File: src/sv/aiws_fifo.sv
// Small synchronous FIFO with occupancy count.
// Used for the front-to-back queue and the result queue; depends on nothing.
module aiws_fifo #(
  parameter int WIDTH = 8,
  parameter int DEPTH = 4
) (
  input  logic                           clk_i,
  input  logic                           rst_ni,
  input  logic                           push_i,
  input  logic [WIDTH-1:0]               wdata_i,
  output logic                           full_o,
  input  logic                           pop_i,
  output logic [WIDTH-1:0]               rdata_o,
  output logic                           empty_o,
  output logic [$clog2(DEPTH+1)-1:0]     count_o
);

  localparam int PTR_W = (DEPTH > 1) ? $clog2(DEPTH) : 1;
  localparam int CNT_W = $clog2(DEPTH + 1);

  logic [WIDTH-1:0] mem_q [DEPTH];
  logic [PTR_W-1:0] wr_ptr_q, wr_ptr_d, rd_ptr_q, rd_ptr_d;
  logic [CNT_W-1:0] cnt_q, cnt_d;

  assign full_o  = (cnt_q == CNT_W'(DEPTH));
  assign empty_o = (cnt_q == '0);
  assign count_o = cnt_q;
  assign rdata_o = mem_q[rd_ptr_q];

  // Pointer and count update
  always_comb begin
    wr_ptr_d = wr_ptr_q;
    rd_ptr_d = rd_ptr_q;
    cnt_d    = cnt_q;
    if (push_i) begin
      wr_ptr_d = (wr_ptr_q == PTR_W'(DEPTH - 1)) ? '0 : wr_ptr_q + PTR_W'(1);
    end
    if (pop_i) begin
      rd_ptr_d = (rd_ptr_q == PTR_W'(DEPTH - 1)) ? '0 : rd_ptr_q + PTR_W'(1);
    end
    if (push_i && !pop_i) begin
      cnt_d = cnt_q + CNT_W'(1);
    end else if (pop_i && !push_i) begin
      cnt_d = cnt_q - CNT_W'(1);
    end
  end

  always_ff @(posedge clk_i or negedge rst_ni) begin
    if (!rst_ni) begin
      wr_ptr_q <= '0;
      rd_ptr_q <= '0;
      cnt_q    <= '0;
    end else begin
      wr_ptr_q <= wr_ptr_d;
      rd_ptr_q <= rd_ptr_d;
      cnt_q    <= cnt_d;
    end
  end

  // Storage
  always_ff @(posedge clk_i) begin
    if (push_i) begin
      mem_q[wr_ptr_q] <= wdata_i;
    end
  end

  // Users must respect full and empty
  a_no_overflow: assert property (@(posedge clk_i) disable iff (!rst_ni)
    push_i |-> !full_o)
    else $error("fifo push while full");

  a_no_underflow: assert property (@(posedge clk_i) disable iff (!rst_ni)
    pop_i |-> !empty_o)
    else $error("fifo pop while empty");

endmodule

File: config.mk
export PLATFORM = sky130hd
export DESIGN_NAME = aiws_fifo
export DESIGN_NICKNAME = d
export VERILOG_FILES = /design/src/sv/aiws_fifo.sv
export SDC_FILE = /design/constraint.sdc
export NUM_CORES = 1
export LEC_CHECK = 0
export BUFFER_PORTS_ARGS = -buffer_cell sky130_fd_sc_hd__buf_2
export CAP_MARGIN = 20
export CORE_MARGIN = 1.5
export CORE_UTILIZATION = 55
export DETAILED_ROUTE_END_ITERATION = 12
export PLACE_DENSITY = 0.78
export SKIP_LAST_GASP = 1
export SYNTH_ARGS = -nofsm -noshare
export SYNTH_HDL_FRONTEND = slang
export SYNTH_SLANG_ARGS = --single-unit
File: constraint.sdc
create_clock -name clk_i -period 2.6 [get_ports clk_i]
set_input_delay 0.39 -clock clk_i [delete_from_list [all_inputs] [get_ports clk_i]]
set_output_delay 0.39 -clock clk_i [all_outputs]
set_load 0.02 [all_outputs]
==> key figures <==
Final layout
  – Most frequent cells in the layout: 32 x edfxtp_1, 24 x buf_2, 8 x mux4_2
  – Antenna Cells: 0
  – Fin util: 64.8%
  – Post-route insts no fill: 141
  – Share of layout cells above drive strength 1: 36.4%
  – Most common cell after layout, fill and taps aside: edfxtp_1
  – Area delta synth->final: 12.8%
  – Final nets: 128

Synth
  – Synth cell types: 18
  – Synthesized area: 1570 sq um
  – Largest cells by area after synthesis: edfxtp_1 61%, mux4_2 11%, dfrtp_1 11%
  – Sequential-to-total area share from yosys stat: 72.4%
  – Synth top area share: 61.2%
  – Cell taking the most area after synthesis: edfxtp_1
  – Syn Nets: 98
  – Seq cells post-synth: 39
  – Avg Cell Area, Syn: 19.9 sq um
  – Synth warn: 0
  – Post-Synthesis Cells: 79

Floorplan
  – Die height: 56.4 microns
  – Row cnt: 19
  – Starting Density: 57.4%
  – Die ar.: 3180 sq um
  – Core area: 2730 sq um
  – IO Pins: 25
  – Chip Width: 56.4 microns

Clock network
  – Clock Tree Root: clkbuf_4
  – Post-CTS sizing: 0
  – Clock Sinks: 39
  – CTS H-tree depth: 2
  – Clock buffer depth: 2
  – Post-CTS Setup Bufs: 0
  – TritonCTS clock tree: yes
  – CTS clock-pin slew for the worst setup and hold paths: 0.10 ns
  – CTS Buf Count: 5
  – Clock latency on the worst-skew pair: 0.34 ns

Pwr
  – Total power draw: 1.87 mW
  – Leakage dissipation: 0.675 nW
  – Maximum vdd drop: 0.727 mV
  – PwrDens: 1050 nW/um^2

GRT
  – GR Util All Layers: 16.6%
  – Pin count of the biggest net entering global routing: 12
  – First-pass GRT wire length: 3720 microns
  – Initial antenna violation count: 0
  – GRT overflow: 0
  – Vias in the first global route: 797

Placed design
  – PortBufs: 24
  – Dpl cells: 132
  – Dpl ws: 0.718 ns
  – Routability congestion estimate from global placement: 0.701
  – HPWL Detailed: 1560 microns

Worst setup path
  – Crit path max fanout: 11
  – CP startpoint kind: register
  – Reg2Reg Launch Point: rd_ptr_q[0]
  – Worst path arrival time: 1.82 ns
  – Setup CP Type: reg -> out
  – Worst setup path startpoint: rd_ptr_q[0]
  – Setup crit end kind: output pin
  – WP data required: 2.21 ns

Detailed routing
  – DR DRC count: 0
  – Via density: 5.46
  – DR vias: 770
  – Post-DRT Antenna Nets: 0
  – DRT Pass-1 Iters: 5
  – 1st-iter DRT viols: 18
  – Routed WL: 2300 microns
  – Routed WL per cell: 16.3 microns

STA
  – Final worst slack: 0.391 ns
  – Final Skew: 0.00862 ns
  – Period utilisation layout: 84.9%
  – Fmax: 0.453 GHz
  – # setup viols final: 0
  – Slew HR: 59.9%
  – Minimum period implied by the final worst setup slack: 2.21 ns
  – Worst-Margin Slew: 0.602 ns
  – Slew Limit Fails: 0
  – Setup tns final: 0 ns
  – Final hold vios: 0
  – RSZ-0062 raised after global routing: false

Outcome
  – Status: finished clean

Flow run
  – MaxCap Viol Count: 0

Hold path
  – Worst Min Path Start: wdata_i[6]
  – HP Class: in -> reg
## flip-flops by register name, summed over array words and instances, names as in the netlist
register,cells
rd_ptr_q,2
mem_q,32
wr_ptr_q,2
count_o,3
## path summary, 6_finish.rpt
path,slack [ns],to,cells after the start
worst max register to register,1.18,rd_ptr_q[1],2
max in group asynchronous,2.02,rd_ptr_q[0],2
worst max-delay path,0.39,rdata_o[0],2
min in group asynchronous,0.41,wr_ptr_q[1],2
worst min-delay path,0.26,mem_q[2][6],1
worst min register to register,0.54,count_o[2],1
## cells in the mapped netlist
master    instances
inv_1             5
o21ai_0           2
nor3_1            1
dfrtp_1           7
buf_2             1
nor3b_1           1
nand3_1           1
ha_1              6
mux2_2            3
mux4_2            8
fa_1              1
xor2_1            2
nand2_1           1
nor2_1            2
edfxtp_1         32
xnor2_1           1
buf_6             1
and2_1            4
## final cells by class
class / count / area (sq um)
flip-flops and latches: 39 / 1140
well taps: 31 / 38.8
repair buffers: 25 / 130
multi-input cells: 33 / 399
clock buffers: 8 / 48.8
fillers: 188 / 962
inverters: 5 / 18.8
## routing by layer
metal,up-vias,track usage (%),wire length (microns)
met1,378,19.5,1010
li1,360,-,-
met2,28,27.2,1150
met5,-,0,0
met3,4,5.07,110
met4,0,9.18,25
## report_power, final
part / leakage [nW] / internal [mW] / switching [mW] / total, mW
logic: 0.272 / 0.296 / 0.328 / 0.625
clock network: 0.0265 / 0.108 / 0.176 / 0.284
registers: 0.377 / 0.820 / 0.137 / 0.958
## cells by family (layout without fill, tap and decap cells)
| logic type | count (synthesis) | count (layout) | share of synthesized area [%] |
|---|---|---|---|
| AO/OA/AOI/OAI | 2 | 2 | 0.637 |
| AND/OR/NAND/NOR | 10 | 10 | 3.43 |
| flip-flops | 39 | 39 | 72.4 |
| XOR/XNOR | 3 | 3 | 1.67 |
| adder cells (fa/ha/maj) | 7 | 7 | 6.06 |
| buffers and inverters | 7 | 38 | 2.23 |
| multiplexers | 11 | 11 | 13.6 |
## worst max-delay path, cell delays in order, from the launching register on
cell     delay, ns
dfrtp_1       0.74
mux4_2        0.58
buf_2         0.17
## per-stage QoR
| step | hold WS [ns] | cell area [sq um] |
|---|---|---|
| 6_report | 0.259 | 1770 |
| 5_1_grt | 0.244 | 1770 |
| 4_1_cts | 0.249 | 1770 |
| 3_5_place_dp | 0.238 | 1710 |
| 3_3_place_gp | 0.238 | 1710 |
| 2_1_floorplan | 0.0944 | 1570 |
## what timing repair did
item	in CTS	in global routing
hold buffers	1	0
endpoints found under the hold margin	7	0
setup endpoints to repair	0	0
Note: power is estimated with default switching activity, not from simulation.
