===== config.mk =====
export PLATFORM = sky130hd
export DESIGN_NAME = aiws_front
export DESIGN_NICKNAME = d
export VERILOG_FILES = /design/src/sv/aiws_pkg.sv /design/src/sv/aiws_front.sv
export SDC_FILE = /design/constraint.sdc
export NUM_CORES = 2
export LEC_CHECK = 0
export ABC_CLOCK_PERIOD_IN_PS = 19900
export BUFFER_PORTS_ARGS = -buffer_cell sky130_fd_sc_hd__buf_2
export CAP_MARGIN = 15
export CELL_PAD_IN_SITES_DETAIL_PLACEMENT = 0
export CELL_PAD_IN_SITES_GLOBAL_PLACEMENT = 1
export CORE_MARGIN = 2
export CORE_UTILIZATION = 53
export CTS_BUF_LIST = sky130_fd_sc_hd__clkbuf_8 sky130_fd_sc_hd__clkbuf_16
export DETAILED_ROUTE_END_ITERATION = 7
export GPL_TIMING_DRIVEN = 1
export PLACE_DENSITY_LB_ADDON = 0.1
export SLEW_MARGIN = 20
export SYNTH_ARGS = -nofsm -noshare
export SYNTH_HDL_FRONTEND = slang
export SYNTH_SLANG_ARGS = --single-unit

===== constraint.sdc =====
create_clock -name clk_i -period 19.9 [get_ports clk_i]
set_clock_uncertainty 0.05 [all_clocks]
set_input_delay 2.985 -clock clk_i [delete_from_list [all_inputs] [get_ports clk_i]]
set_output_delay 2.985 -clock clk_i [all_outputs]
set_load 0.1 [all_outputs]

===== src/sv/aiws_pkg.sv =====
// Shared types and constants for the affine warp sampler.
// No dependencies; the top level, front end and back end import this package.
package aiws_pkg;

  // Field widths
  localparam int COEF_W    = 32;
  localparam int COORD_W   = 10;
  localparam int SIZE_W    = 10;
  localparam int PIX_W     = 32;
  localparam int CFG_W     = 32;
  localparam int CFG_IDX_W = 3;

  // Fixed-point datapath widths
  localparam int FRAC_W = 16;
  localparam int PROD_W = COEF_W + COORD_W + 1;   // coef * unsigned coordinate
  localparam int SUM_W  = PROD_W + 2;             // two products plus a coefficient
  localparam int MAG_W  = SUM_W - FRAC_W;         // rounded magnitude
  localparam int LIM_W  = COORD_W + 1;            // coordinate or limit up to 1024
  localparam int LIN_W  = 2 * COORD_W + 1;        // linear store address before trim

  localparam logic [SUM_W-1:0] ROUND_HALF     = SUM_W'(1) << (FRAC_W - 1);
  localparam logic [SUM_W-1:0] ROUND_HALF_NEG = ROUND_HALF + SUM_W'(1);

  // Reset values
  localparam logic [COEF_W-1:0] COEF_ONE   = COEF_W'(1) << FRAC_W;
  localparam logic [COEF_W-1:0] COEF_ZERO  = '0;
  localparam logic [SIZE_W-1:0] SIZE_RESET = SIZE_W'(512);

  // Register map
  typedef enum logic [CFG_IDX_W-1:0] {
    REG_COEF_XX    = 3'd0,
    REG_COEF_XY    = 3'd1,
    REG_COEF_XT    = 3'd2,
    REG_COEF_YX    = 3'd3,
    REG_COEF_YY    = 3'd4,
    REG_COEF_YT    = 3'd5,
    REG_SRC_WIDTH  = 3'd6,
    REG_SRC_HEIGHT = 3'd7
  } cfg_reg_e;

  typedef enum logic {
    ACT_LOAD   = 1'b0,
    ACT_SAMPLE = 1'b1
  } action_e;

  // Classified operation handed from the front to the back
  typedef struct packed {
    logic sample;   // produces a result
    logic store;    // load with an in-range address
    logic hit;      // sample maps inside the source
  } op_t;

endpackage


===== src/sv/aiws_front.sv =====
// Front end: config registers, affine mapping pipeline and item classification.
// Depends on aiws_pkg; feeds the front-to-back queue.
module aiws_front
  import aiws_pkg::*;
#(
  parameter int MAX_COLS = 512,
  parameter int MAX_ROWS = 512,
  parameter int PIX_BITS = 32,
  parameter int ADDR_W   = 18
) (
  input  logic                 clk_i,
  input  logic                 rst_ni,
  // input beats
  input  logic                 push_i,
  output logic                 full_o,
  input  logic                 action_i,
  input  logic [COORD_W-1:0]   col_i,
  input  logic [COORD_W-1:0]   row_i,
  input  logic [PIX_BITS-1:0]  pixel_in_i,
  // config writes
  input  logic                 cfg_we_i,
  input  logic [CFG_IDX_W-1:0] cfg_idx_i,
  input  logic [CFG_W-1:0]     cfg_data_i,
  // queue side
  output logic                 q_push_o,
  input  logic                 q_full_i,
  output op_t                  q_op_o,
  output logic [ADDR_W-1:0]    q_addr_o,
  output logic [PIX_BITS-1:0]  q_pix_o
);

  localparam logic [LIM_W-1:0] COLS_LIM = LIM_W'(MAX_COLS);
  localparam logic [LIM_W-1:0] ROWS_LIM = LIM_W'(MAX_ROWS);

  // Q29.16 sum to integer magnitude, half away from zero
  function automatic logic [MAG_W-1:0] round_mag(input logic [SUM_W-1:0] s);
    logic [SUM_W-1:0] adj;
    adj = s[SUM_W-1] ? (~s + ROUND_HALF_NEG) : (s + ROUND_HALF);
    return adj[SUM_W-1:FRAC_W];
  endfunction

  // ---------------- config registers ----------------
  logic signed [COEF_W-1:0] coef_xx_q, coef_xy_q, coef_xt_q;
  logic signed [COEF_W-1:0] coef_yx_q, coef_yy_q, coef_yt_q;
  logic [SIZE_W-1:0]        src_width_q, src_height_q;

  always_ff @(posedge clk_i or negedge rst_ni) begin
    if (!rst_ni) begin
      coef_xx_q    <= COEF_ONE;
      coef_xy_q    <= COEF_ZERO;
      coef_xt_q    <= COEF_ZERO;
      coef_yx_q    <= COEF_ZERO;
      coef_yy_q    <= COEF_ONE;
      coef_yt_q    <= COEF_ZERO;
      src_width_q  <= SIZE_RESET;
      src_height_q <= SIZE_RESET;
    end else if (cfg_we_i) begin
      case (cfg_reg_e'(cfg_idx_i))
        REG_COEF_XX:    coef_xx_q    <= cfg_data_i;
        REG_COEF_XY:    coef_xy_q    <= cfg_data_i;
        REG_COEF_XT:    coef_xt_q    <= cfg_data_i;
        REG_COEF_YX:    coef_yx_q    <= cfg_data_i;
        REG_COEF_YY:    coef_yy_q    <= cfg_data_i;
        REG_COEF_YT:    coef_yt_q    <= cfg_data_i;
        REG_SRC_WIDTH:  src_width_q  <= cfg_data_i[SIZE_W-1:0];
        REG_SRC_HEIGHT: src_height_q <= cfg_data_i[SIZE_W-1:0];
        default: ;
      endcase
    end
  end

  // ---------------- pipeline control ----------------
  // All stages move together; only a full queue with a waiting item stalls.
  logic en, accept;
  logic p_v_q, s_v_q, r_v_q;

  assign en     = !(r_v_q && q_full_i);
  assign accept = push_i && en;
  assign full_o = !en;

  always_ff @(posedge clk_i or negedge rst_ni) begin
    if (!rst_ni) begin
      p_v_q <= 1'b0;
      s_v_q <= 1'b0;
      r_v_q <= 1'b0;
    end else if (en) begin
      p_v_q <= accept;
      s_v_q <= p_v_q;
      r_v_q <= s_v_q;
    end
  end

  // ---------------- datapath ----------------
  action_e                 p_act_q, s_act_q, r_act_q;
  logic [COORD_W-1:0]      p_col_q, s_col_q, r_col_q;
  logic [COORD_W-1:0]      p_row_q, s_row_q, r_row_q;
  logic [PIX_BITS-1:0]     p_pix_q, s_pix_q, r_pix_q;
  logic signed [PROD_W-1:0] p_xx_q, p_xy_q, p_yx_q, p_yy_q;
  logic signed [COEF_W-1:0] p_xt_q, p_yt_q;
  logic [SUM_W-1:0]        s_u_q, s_v_q2;
  logic [MAG_W-1:0]        r_mag_u_q, r_mag_v_q;
  logic                    r_neg_u_q, r_neg_v_q;

  always_ff @(posedge clk_i) begin
    if (en) begin
      // products
      p_act_q <= action_e'(action_i);
      p_col_q <= col_i;
      p_row_q <= row_i;
      p_pix_q <= pixel_in_i;
      p_xx_q  <= coef_xx_q * $signed({1'b0, col_i});
      p_xy_q  <= coef_xy_q * $signed({1'b0, row_i});
      p_yx_q  <= coef_yx_q * $signed({1'b0, col_i});
      p_yy_q  <= coef_yy_q * $signed({1'b0, row_i});
      p_xt_q  <= coef_xt_q;
      p_yt_q  <= coef_yt_q;
      // sums
      s_act_q <= p_act_q;
      s_col_q <= p_col_q;
      s_row_q <= p_row_q;
      s_pix_q <= p_pix_q;
      s_u_q   <= {{(SUM_W-PROD_W){p_xx_q[PROD_W-1]}}, p_xx_q}
               + {{(SUM_W-PROD_W){p_xy_q[PROD_W-1]}}, p_xy_q}
               + {{(SUM_W-COEF_W){p_xt_q[COEF_W-1]}}, p_xt_q};
      s_v_q2  <= {{(SUM_W-PROD_W){p_yx_q[PROD_W-1]}}, p_yx_q}
               + {{(SUM_W-PROD_W){p_yy_q[PROD_W-1]}}, p_yy_q}
               + {{(SUM_W-COEF_W){p_yt_q[COEF_W-1]}}, p_yt_q};
      // rounding
      r_act_q   <= s_act_q;
      r_col_q   <= s_col_q;
      r_row_q   <= s_row_q;
      r_pix_q   <= s_pix_q;
      r_mag_u_q <= round_mag(s_u_q);
      r_mag_v_q <= round_mag(s_v_q2);
      r_neg_u_q <= s_u_q[SUM_W-1];
      r_neg_v_q <= s_v_q2[SUM_W-1];
    end
  end

  // ---------------- classification ----------------
  // A negative point is inside only when it rounds to zero.
  logic [LIM_W-1:0]   w_eff, h_eff;
  logic               is_sample, inside_u, inside_v, store_ok;
  logic [COORD_W-1:0] x_sel, y_sel;
  logic [LIN_W-1:0]   lin;

  always_comb begin
    w_eff = ({1'b0, src_width_q} > COLS_LIM) ? COLS_LIM : {1'b0, src_width_q};
    h_eff = ({1'b0, src_height_q} > ROWS_LIM) ? ROWS_LIM : {1'b0, src_height_q};
    is_sample = (r_act_q == ACT_SAMPLE);
    inside_u  = (!r_neg_u_q || (r_mag_u_q == '0)) && (r_mag_u_q < MAG_W'(w_eff));
    inside_v  = (!r_neg_v_q || (r_mag_v_q == '0)) && (r_mag_v_q < MAG_W'(h_eff));
    store_ok  = !is_sample && ({1'b0, r_col_q} < COLS_LIM) && ({1'b0, r_row_q} < ROWS_LIM);
    x_sel     = is_sample ? r_mag_u_q[COORD_W-1:0] : r_col_q;
    y_sel     = is_sample ? r_mag_v_q[COORD_W-1:0] : r_row_q;
    lin       = LIN_W'(y_sel) * LIN_W'(MAX_COLS) + LIN_W'(x_sel);
  end

  assign q_push_o = r_v_q && !q_full_i;
  assign q_op_o   = '{sample: is_sample, store: store_ok, hit: inside_u && inside_v};
  assign q_addr_o = lin[ADDR_W-1:0];
  assign q_pix_o  = r_pix_q;

  // A stall can only come from an item waiting at the last stage
  a_stall_source: assert property (@(posedge clk_i) disable iff (!rst_ni)
    full_o |-> (r_v_q && q_full_i))
    else $error("front stalled without a waiting item");

endmodule


==> results.sh <==
export IMPL_track_usage_pct=26.8
export IMPL_grt_use_met3_pct=2.88
export IMPL_syn_num_nets=9105
export IMPL_clockRootBuffer="clkbuf_16"
export IMPL_synth_top_area_share_pct=30.5
export IMPL_grtUsageMet2_pct=43.8
export IMPL_rsz0062_at_grt="no"
export IMPL_die_w_um=386
export IMPL_synth_avg_cell_area_um2=10.5
export IMPL_fin_setup_tns_ns=0
export IMPL_start_kind="input port"
export IMPL_max_cap_violations=0
export IMPL_cts_resized=0
export IMPL_maxSlewHeadroom_pct=27.0
export IMPL_grt_busiest_layer="met2"
export IMPL_pre_cts_ws_ns=9.45
export IMPL_crit_chain="buf_2 > buf_4 > nand2_1 > fa_1 > fa_1 > inv_1 > fa_1 > fa_1 > inv_1 > fa_1 > inv_1 > ha_1 > a21o_1 > a21oi_1 > o31ai_1 > a41oi_1 > o22ai_1 > o221ai_1 > o21ai_0 > a31oi_1 > nor2_1 > a311oi_1 > xnor2_1"
export IMPL_ant_nets=0
export IMPL_netlist_area_um2=77500
export IMPL_grtUsageMet1_pct=36.9
export IMPL_path_clk_slew_ns=0.06
export IMPL_h_tree_depth=3
export IMPL_arrival_ns=10.26
export IMPL_grt_pass1_wl_um=306000
export IMPL_cts_made_buffers=89
export IMPL_cts_hold_buf=0
export IMPL_syn_to_final_growth_pct=7.01
export IMPL_wl_um=190000
export IMPL_synth_flop_cell="edfxtp_1"
export IMPL_synth_commonest_cells="1,332 x inv_1, 1,180 x fa_1, 884 x nand2_1, 567 x and2_1, 545 x edfxtp_1"
export IMPL_end_kind="register"
export IMPL_status="finished, final reports clean"
export IMPL_antenna_found_initial=6
export IMPL_clock_fmax_mhz=101
export IMPL_dp_hpwl_um=145000
export IMPL_setup_viol=0
export IMPL_die_area_um2=149000
export IMPL_stdcell_count=9297
export IMPL_synthTopCellsByArea="fa_1 30%, edfxtp_1 21%, ha_1 7.8%, dfrtp_1 6.8%, inv_1 6.5%"
export IMPL_clock_latency_ns=0.73
export IMPL_rows=140
export IMPL_hp_class="reg -> reg"
export IMPL_first_global_vias=53267
export IMPL_final_setup_worst_slack_ns=10.00
export IMPL_first_pass_iters=5
export IMPL_die_h_um=386
export IMPL_synth_edf_count=545
export IMPL_hold_viol_final=0
export IMPL_worstSetupPathType="in -> reg"
export IMPL_worstMarginPinSlew_ns=1.09
export IMPL_remaining_drc_errors=0
export IMPL_avgViaCountPerCell=5.50
export IMPL_path_common_cell="fa_1"
export IMPL_slowest_delay_ns=0.64
export IMPL_place_port_buffers=147
export IMPL_netlist_instances=7348
export IMPL_grt_overflow=0
export IMPL_yosysMostFrequentCell="inv_1"
export IMPL_critPathRequiredTime_ns=20.27
export IMPL_core_um2=145000
export IMPL_finalCritPeriodShare_pct=49.7
export IMPL_fin_crit_ns=9.90
export IMPL_drt_wirelength_per_cell_um=20.4
export IMPL_drive_gt1_share_pct=8.05
export IMPL_nNetsFinal=9060
export IMPL_cts_setup_buffers=0
export IMPL_placedCellCount=9129
export IMPL_start_util_pct=53.3
export IMPL_crit_path_top_delay_cell="a41oi_1"
export IMPL_clock_path_buffers=3
export IMPL_worst_hold_slack_ns=0.359
export IMPL_ys_async_sr_fraction_pct=28.3
export IMPL_vias=51133
export IMPL_synth_cell_type_count=79
export IMPL_cp_max_fo=43
export IMPL_grt_max_degree=109
export IMPL_fillers=12738
export IMPL_clkSinkCount=760
export IMPL_slew_viol_final=0
export IMPL_cts_tree="yes"
export IMPL_yosys_warnings=0
export IMPL_synth_top_cell_by_area="fa_1"
export IMPL_gp_congestion=0.876
export IMPL_ioPinCount=148
export IMPL_synth_seq_cells=760
export IMPL_yosysSeqAreaShare_pct=28.1
export IMPL_drt_initial_drc_count=3299
-- critical path: cells and delay by family --
| kind | cells | cell delay, ns |
|---|---|---|
| AOI/OAI and AO/OA | 9 | 2.80 |
| xor gates and xnor gates | 1 | 0.11 |
| adders and majority gates | 6 | 2.83 |
| buffers and inverters | 5 | 1.22 |
| and+or+nand+nor | 2 | 0.28 |
-- registers in the layout, summed over array words and instances, names as in the netlist, 29 cells and up --
register / count
s_u_q: 45
s_v_q2: 45
p_xt_q: 32
q_pix_o: 32
p_yy_q: 43
coef_xt_q: 32
coef_yy_q: 32
coef_yt_q: 32
r_mag_u_q: 29
p_yt_q: 32
p_xx_q: 43
coef_xy_q: 32
r_mag_v_q: 29
p_pix_q: 32
p_xy_q: 43
coef_yx_q: 32
p_yx_q: 43
s_pix_q: 32
coef_xx_q: 32
-- routing by layer --
layer  wire [um]  part of all wire (%)
met3        9900                   5.2
met2       89700                    47
met4        8550                   4.5
met5          13                0.0068
met1       81700                    43
-- cell families (layout without fill, tap and decap cells) --
family | count (synthesis) | after routing | share of synthesized area (%)
compound gates | 781 | 781 | 6.39
xor+xnor | 304 | 304 | 3.44
fa+ha+maj | 1664 | 1664 | 38.3
buf+inv | 1662 | 1692 | 8.07
flops | 760 | 760 | 28.1
mux | 235 | 235 | 3.40
other cells | 0 | 2 | 0
simple gates | 1942 | 1942 | 12.3
-- cell usage in the layout (no fill, tap or decap), types with 10 or more instances in the layout --
cell type / count
a211oi_1: 20
nand2_1: 883
buf_4: 47
xor2_1: 105
and2_1: 567
or4_1: 13
o21bai_1: 26
o21ai_0: 141
o22ai_1: 11
and3_1: 17
dfrtp_1: 211
nand2b_1: 42
mux2_2: 227
nand4_1: 32
clkbuf_16: 91
xnor2_1: 199
nor3_1: 54
inv_1: 1351
a21boi_0: 14
fa_1: 1180
nor2b_1: 48
a21o_1: 126
nor2_1: 132
or3_1: 17
edfxtp_1: 545
o21a_1: 34
a21oi_1: 265
ha_1: 484
bufinv_16: 11
and4_1: 10
a31oi_1: 29
o211ai_1: 12
buf_2: 146
nor4_1: 23
nand3_1: 69
clkinv_1: 10
-- layout make-up --
type	instances	area, um2	area share, %
multi-input combinational	4926	49500	59.7
sequential	760	21800	26.2
inverter	1332	5000	6.03
tap	1917	2400	2.89
clock buffer	98	2370	2.86
timing repair buffer	194	1100	1.32
clock inverter	68	768	0.926
antenna	2	5.00	0.00604
-- metrics by stage --
stage / util, % / instance area (um2)
floorplan: - / 77500
global placement: 54.9 / 79800
detailed placement: 54.9 / 79800
CTS: 57.0 / 82900
global route: 57.0 / 82900
finish: 57.0 / 82900
-- final timing paths --
check,startpoint,to,slack (ns),cells past startpoint
min in group asynchronous,rst_ni,coef_xx_q[20],2.21,1
setup / recovery,col_i[2],p_xx_q[42],10.00,23
hold / removal,p_row_q[8],s_row_q[8],0.36,0
setup reg to reg,coef_xx_q[7],p_xx_q[42],12.76,21
hold reg to reg,p_row_q[8],s_row_q[8],0.36,0
max in group asynchronous,rst_ni,coef_yt_q[26],15.60,3
Power is left out: the tool's default activity adds up to more than one toggle a clock period on the data nets, which glitch-free logic cannot reach.
